<file path="src/sv/rdsc_pkg.sv">
// shared types, widths and the digit character table for the radix converter
package rdsc_pkg;

  localparam int VALUE_W   = 32;
  localparam int MAG_W     = 31;
  localparam int RADIX_W   = 5;
  localparam int DIGIT_W   = 4;
  localparam int CHAR_W    = 7;
  localparam int DIV_STEPS = MAG_W;
  localparam int STEP_W    = $clog2(DIV_STEPS);

  localparam logic [RADIX_W-1:0] RADIX_MIN = 5'd2;
  localparam logic [RADIX_W-1:0] RADIX_MAX = 5'd16;

  typedef struct packed {
    logic               start;
    logic [MAG_W-1:0]   dividend;
    logic [RADIX_W-1:0] divisor;
  } div_req_t;

  typedef struct packed {
    logic               done;
    logic [MAG_W-1:0]   quotient;
    logic [DIGIT_W-1:0] remainder;
  } div_rsp_t;

  // digit to uppercase ascii
  function automatic logic [CHAR_W-1:0] digit_to_char(input logic [DIGIT_W-1:0] d);
    logic [CHAR_W-1:0] c;
    case (d)
      4'd0:    c = 7'h30;
      4'd1:    c = 7'h31;
      4'd2:    c = 7'h32;
      4'd3:    c = 7'h33;
      4'd4:    c = 7'h34;
      4'd5:    c = 7'h35;
      4'd6:    c = 7'h36;
      4'd7:    c = 7'h37;
      4'd8:    c = 7'h38;
      4'd9:    c = 7'h39;
      4'd10:   c = 7'h41;
      4'd11:   c = 7'h42;
      4'd12:   c = 7'h43;
      4'd13:   c = 7'h44;
      4'd14:   c = 7'h45;
      default: c = 7'h46;
    endcase
    return c;
  endfunction

endpackage

</file>
<file path="src/sv/rdsc_divider.sv">
// restoring divider, one quotient bit per cycle, 31-bit dividend by a small radix
module rdsc_divider (
  input  logic               clk,
  input  logic               rst,
  input  rdsc_pkg::div_req_t req,
  output rdsc_pkg::div_rsp_t rsp
);

  logic                            busy;
  logic                            done;
  logic [rdsc_pkg::STEP_W-1:0]     step;
  logic [rdsc_pkg::MAG_W-1:0]      quo;
  logic [rdsc_pkg::DIGIT_W-1:0]    rem;
  logic [rdsc_pkg::RADIX_W-1:0]    divisor;

  logic [rdsc_pkg::RADIX_W-1:0]    shifted;
  logic                            ge;
  logic [rdsc_pkg::RADIX_W-1:0]    diff;

  // partial remainder stays below the divisor, so four bits hold it
  assign shifted = {rem, quo[rdsc_pkg::MAG_W-1]};
  assign ge      = (shifted >= divisor);
  assign diff    = shifted - divisor;

  always_ff @(posedge clk) begin
    if (rst) begin
      busy <= 1'b0;
      done <= 1'b0;
      step <= '0;
    end else begin
      done <= 1'b0;
      if (req.start) begin
        busy <= 1'b1;
        step <= '0;
      end else if (busy) begin
        if (step == rdsc_pkg::STEP_W'(rdsc_pkg::DIV_STEPS - 1)) begin
          busy <= 1'b0;
          done <= 1'b1;
        end
        step <= step + 1'b1;
      end
    end
  end

  always_ff @(posedge clk) begin
    if (req.start) begin
      quo     <= req.dividend;
      rem     <= '0;
      divisor <= req.divisor;
    end else if (busy) begin
      quo <= {quo[rdsc_pkg::MAG_W-2:0], ge};
      rem <= ge ? diff[rdsc_pkg::DIGIT_W-1:0] : shifted[rdsc_pkg::DIGIT_W-1:0];
    end
  end

  assign rsp.done      = done;
  assign rsp.quotient  = quo;
  assign rsp.remainder = rem;

endmodule

</file>
<file path="src/sv/rdsc_digit_stack.sv">
// digit stack storage, one write and one registered read port
module rdsc_digit_stack #(
  parameter int DEPTH = 32,
  parameter int AW    = $clog2(DEPTH)
) (
  input  logic                         clk,
  input  logic                         wr_en,
  input  logic [AW-1:0]                wr_addr,
  input  logic [rdsc_pkg::DIGIT_W-1:0] wr_data,
  input  logic                         rd_en,
  input  logic [AW-1:0]                rd_addr,
  output logic [rdsc_pkg::DIGIT_W-1:0] rd_data
);

  logic [rdsc_pkg::DIGIT_W-1:0] mem [DEPTH];

  always_ff @(posedge clk) begin
    if (wr_en) begin
      mem[wr_addr] <= wr_data;
    end
  end

  always_ff @(posedge clk) begin
    if (rd_en) begin
      rd_data <= mem[rd_addr];
    end
  end

endmodule

</file>
<file path="src/sv/radix_digit_string_converter.sv">
// top level: converts a positive value to an ascii digit string in radix 2..16
//
// input channel (in_valid/in_ready) carries value and radix; output channel
// (out_valid/out_ready) carries digit_char and last_digit, most significant
// digit first, last_digit set on the final one.
// a zero or negative value, or a radix outside 2..16, is taken and dropped
// without any output item.
// in_ready is high only while the block is idle; one item is worked at a time.
// each digit is worked out on the shared bit-serial divider, then every
// digit is popped from the stack (S_RD) and shown on the output (S_OUT);
// at most 31 binary digits are made for one item.
// a stalled receiver simply holds the current digit on the output; nothing is
// lost and the next digit is read only after the held one is taken.
// synchronous active-high rst returns the sequencer to idle with the stack
// empty; the stack memory itself is not cleared.
module radix_digit_string_converter #(
  parameter int STACK_DEPTH = 32
) (
  input  logic                                clk,
  input  logic                                rst,
  input  logic                                in_valid,
  output logic                                in_ready,
  input  logic signed [rdsc_pkg::VALUE_W-1:0] value,
  input  logic [rdsc_pkg::RADIX_W-1:0]        radix,
  output logic                                out_valid,
  input  logic                                out_ready,
  output logic [rdsc_pkg::CHAR_W-1:0]         digit_char,
  output logic                                last_digit
);

  localparam int AW = $clog2(STACK_DEPTH);
  localparam int LW = $clog2(STACK_DEPTH + 1);

  typedef enum logic [3:0] {
    S_IDLE = 4'b0001,
    S_DIV  = 4'b0010,
    S_RD   = 4'b0100,
    S_OUT  = 4'b1000
  } state_t;

  state_t                         state;
  state_t                         state_next;
  logic [LW-1:0]                  level;
  logic [LW-1:0]                  level_next;
  logic [LW-1:0]                  level_dec;
  logic [rdsc_pkg::RADIX_W-1:0]   radix_q;

  rdsc_pkg::div_req_t             req;
  rdsc_pkg::div_rsp_t             rsp;

  logic                           in_fire;
  logic                           in_ok;
  logic                           wr_en;
  logic                           rd_en;
  logic [rdsc_pkg::DIGIT_W-1:0]   rd_data;

  assign in_ready  = (state == S_IDLE);
  assign in_fire   = in_valid && in_ready;
  assign in_ok     = !value[rdsc_pkg::VALUE_W-1] && (value != '0)
                     && (radix inside {[rdsc_pkg::RADIX_MIN:rdsc_pkg::RADIX_MAX]});
  assign level_dec = level - 1'b1;

  // next dividend is the quotient just produced, until it reaches zero
  always_comb begin
    req.start    = 1'b0;
    req.dividend = rsp.quotient;
    req.divisor  = radix_q;
    if (state == S_IDLE) begin
      req.start    = in_fire && in_ok;
      req.dividend = value[rdsc_pkg::MAG_W-1:0];
      req.divisor  = radix;
    end else if (state == S_DIV) begin
      req.start    = rsp.done && (rsp.quotient != '0);
    end
  end

  assign wr_en = (state == S_DIV) && rsp.done;
  assign rd_en = (state == S_RD);

  always_comb begin
    state_next = state;
    level_next = level;
    case (state)
      S_IDLE: begin
        level_next = '0;
        if (in_fire && in_ok) begin
          state_next = S_DIV;
        end
      end
      S_DIV: begin
        if (rsp.done) begin
          level_next = level + 1'b1;
          if (rsp.quotient == '0) begin
            state_next = S_RD;
          end
        end
      end
      S_RD: begin
        level_next = level_dec;
        state_next = S_OUT;
      end
      S_OUT: begin
        if (out_ready) begin
          state_next = (level == '0) ? S_IDLE : S_RD;
        end
      end
      default: begin
        state_next = S_IDLE;
        level_next = '0;
      end
    endcase
  end

  always_ff @(posedge clk) begin
    if (rst) begin
      state <= S_IDLE;
      level <= '0;
    end else begin
      state <= state_next;
      level <= level_next;
    end
  end

  always_ff @(posedge clk) begin
    if (in_fire) begin
      radix_q <= radix;
    end
  end

  rdsc_divider u_div (
    .clk (clk),
    .rst (rst),
    .req (req),
    .rsp (rsp)
  );

  rdsc_digit_stack #(
    .DEPTH (STACK_DEPTH),
    .AW    (AW)
  ) u_stack (
    .clk     (clk),
    .wr_en   (wr_en),
    .wr_addr (level[AW-1:0]),
    .wr_data (rsp.remainder),
    .rd_en   (rd_en),
    .rd_addr (level_dec[AW-1:0]),
    .rd_data (rd_data)
  );

  assign out_valid  = (state == S_OUT);
  assign digit_char = rdsc_pkg::digit_to_char(rd_data);
  assign last_digit = (level == '0);

endmodule
</file>
<file path="config.mk">
export PLATFORM = sky130hd
export DESIGN_NAME = radix_digit_string_converter
export DESIGN_NICKNAME = d
export VERILOG_FILES = /design/src/sv/rdsc_pkg.sv /design/src/sv/rdsc_divider.sv /design/src/sv/rdsc_digit_stack.sv /design/src/sv/radix_digit_string_converter.sv
export SDC_FILE = /design/constraint.sdc
export NUM_CORES = 1
export LEC_CHECK = 0
export ABC_AREA = 1
export BUFFER_PORTS_ARGS = -buffer_cell sky130_fd_sc_hd__clkbuf_2
export CORE_UTILIZATION = 36
export CTS_BUF_LIST = sky130_fd_sc_hd__clkbuf_8
export DETAILED_ROUTE_END_ITERATION = 7
export RECOVER_POWER = 25
export SETUP_SLACK_MARGIN = 0.02
export SYNTH_ARGS = -nofsm -noshare
export SYNTH_HDL_FRONTEND = slang
export SYNTH_SLANG_ARGS = --single-unit
</file>
<file path="constraint.sdc">
create_clock -name clk -period 7.5 [get_ports clk]
set_input_delay 0 -clock clk [delete_from_list [all_inputs] [get_ports clk]]
set_output_delay 0 -clock clk [all_outputs]
set_load 0.05 [all_outputs]
</file>
==> qor.yml <==
power_and_ir_drop:
  p_sw_mw: 0.693
  power.density_mw_per_mm2: 228
  p_clk_frac: 0.293
  p_int_mw: 1.66
  pwr-share-seq: 0.562
  ir_drop_uv: 106
  leakagePower_nw: 3.85
  pwr-share-comb: 0.145
  switching_share: 0.294
synthesis:
  synth-edff-count: 173
  synth.avg_cell_area_sq_um: 10.5
  synth_flop_cell: "edfxtp_1"
  yosys_warnings: 0
  yosysTopAreaCellShare: 0.577
  synth_area_leader_cell: "edfxtp_1"
  yosysSeqAreaShare: 0.624
  synthCells: 860
  synth.distinct_cells: 40
  syn-cell-area_sq_mm: 0.00900
  yosys-top-cells-area: "edfxtp_1, nor2_1, o21ai_0"
  synth_nets: 916
  async_flop_share: 0
  ys_seq_elements: 194
placement:
  dp_slack_ps: 3000
  portBuffers: 50
  place_congestion: 0.828
  dp_hpwl_mm: 13.0
floorplan:
  die-area_sq_mm: 0.0256
  core-area_sq_mm: 0.0244
  die_h_um: 160
  num_io_pins: 51
  die_w_um: 160
  start_util: 0.369
  num_rows: 57
setup_path:
  worstSetupPathType: "reg -> reg"
  crit_start: "level[0]"
  critPathRequiredTime_ps: 7850
  cp-start-kind: "flip-flop"
  arrival_ps: 4920
  rr_startpoint: "level[0]"
  cp_max_fo: 69
  cp-end-kind: "flip-flop"
detailed_routing:
  first_pass_iters: 5
  drcViolationCount: 0
  drtAntennaViolNets: 0
  dr_total_vias: 6409
  drt-total-wl_mm: 20.5
  first_iter_violations: 540
  routedWlPerCell_um: 16.0
  vias_per_cell: 5.01
timing:
  fin_crit_ps: 4570
  final.setup.tns_ps: 0
  rsz0062_at_grt: "no"
  hold_viol_final: 0
  fin_skew_ps: 22.6
  setup_violations: 0
  slew_headroom: -0.252
  timing.final.crit_share: 0.609
  layout_setup_ws_ps: 2930
  slew_viol_final: 140
  fmax_ghz: 0.219
  worstMarginPinSlew_ps: 1880
clocking:
  cts.path.max_buffers: 2
  clock-sinks: 194
  cts-root-buf: "clkbuf_8"
  clk_latency_ps: 480
  numCtsBuffers: 17
  tritoncts: "done"
  htree_levels: 4
  clk_pin_slew_ps: 110
run_status:
  violations: "max-capacitance violations, max-slew violations"
  status: "complete, but fails checks"
global_route:
  grt-ovfl-total: 0
  grt_pass1_vias: 6305
  grt_usage: 0.166
  antenna_found_initial: 0
  grt_pass1_wl_mm: 33.1
  grt_max_degree: 70
run:
  max-cap-violations: 4
hold_path:
  hold_class: "in -> reg"
  min_from: "value[31]"
layout:
  syn2layout_area_growth_pct: 14.6
  utilization: 0.423
  drive_gt1_frac: 0.125
  final_cell_mix: "nor2_1, edfxtp_1, nand2_1, o21ai_0, inv_1"
  nets: 998
  antenna_cells: 0
==> worst max-delay path, cell delays in order, from the launching register on <==
cell      delay, ps
dfxtp_2        1130
clkinv_1       1110
ha_1            620
xnor2_2         680
inv_2           330
o211ai_1        190
nand3_1         120
nand3_1         100
and2_1          120
==> final timing paths <==
kind / endpoint / slack [ps] / cells past startpoint
setup / recovery: u_stack.rd_data[3] / 2930 / 8
hold / removal: u_div.quo[29] / 100 / 6
setup reg to reg: u_stack.rd_data[3] / 2930 / 8
hold reg to reg: u_div.divisor[2] / 540 / 2
==> per-layer routing <==
metal  GRT usage  up-vias  wire length (um)
met5           0        -                 0
met4      0.0632        0               439
met3      0.0314       31               972
met2       0.270      200              9860
met1       0.220     3040              9210
li1            -     3138                 -
==> state kept, by name, summed over array words and instances, names as in the netlist <==
name and count:
level 6, radix_q 5, state 4, u_div.busy 1, u_div.divisor 5, u_div.done 1, u_div.quo 31, u_div.rem 4
u_div.step 5, u_stack.mem 128, u_stack.rd_data 4
==> metrics by stage <==
step / total power [mW] / instances / instance area (sq um) / hold WS (ps)
global placement: 1.67 / 1207 / 9520 / 195
finish: 2.35 / 1279 / 10300 / 100
global route: 2.45 / 1279 / 10300 / 108
CTS: 2.37 / 1279 / 10300 / 67.6
floorplan: 1.55 / 860 / 9000 / 69.1
detailed placement: 1.67 / 1207 / 9520 / 196
==> synth_stat cells (2+ instances only) <==
| master | instances |
|---|---|
| clkbuf_1 | 13 |
| a211oi_1 | 2 |
| and2_1 | 4 |
| nand3_1 | 54 |
| a31oi_1 | 2 |
| o211ai_1 | 33 |
| nor2_1 | 173 |
| nand2_2 | 2 |
| xnor2_1 | 2 |
| o21ai_2 | 7 |
| inv_2 | 4 |
| inv_1 | 88 |
| buf_2 | 12 |
| ha_1 | 14 |
| nand2_1 | 91 |
| o22ai_2 | 13 |
| a21oi_1 | 17 |
| buf_6 | 5 |
| nand4_1 | 11 |
| xor2_1 | 3 |
| nand2_4 | 2 |
| buf_4 | 4 |
| o21ai_1 | 5 |
| nand3_2 | 2 |
| nor2_4 | 2 |
| o21ai_0 | 89 |
| dfxtp_1 | 21 |
| edfxtp_1 | 173 |
==> cell type report <==
cell class / instances / area (sq um)
clock inverters: 15 / 186
clock buffers: 17 / 234
flip-flops and latches: 194 / 5620
multi-input cells: 540 / 2850
inverters: 92 / 345
well taps: 324 / 405
repair buffers: 97 / 682
fillers: 2357 / 14100
==> cells by family after synthesis <==
kind of cell,Yosys count,synth area share
AOI/OAI and AO/OA,172,0.121
xor gates and xnor gates,7,0.00973
adders and majority gates,15,0.0217
buffers and inverters,126,0.0601
DFF,194,0.624
and+or+nand+nor,346,0.164
==> what timing repair did <==
item	4_1_cts	5_1_grt
buffers inserted	0	0
hold endpoints to repair	52	0
hold buffers	40	0
resized for setup	0	0
==> power groups by stage <==
| stage | logic (mW) | clock network [mW] | registers (mW) |
|---|---|---|---|
| 3_5_place_dp | 0.334 | 0 | 1.34 |
| 6_report | 0.340 | 0.690 | 1.32 |
| 5_1_grt | 0.381 | 0.744 | 1.33 |
| 4_1_cts | 0.351 | 0.705 | 1.32 |
| 3_3_place_gp | 0.328 | 0 | 1.34 |
| 2_1_floorplan | 0.167 | 0 | 1.38 |
(Power assumes the default switching activity.)
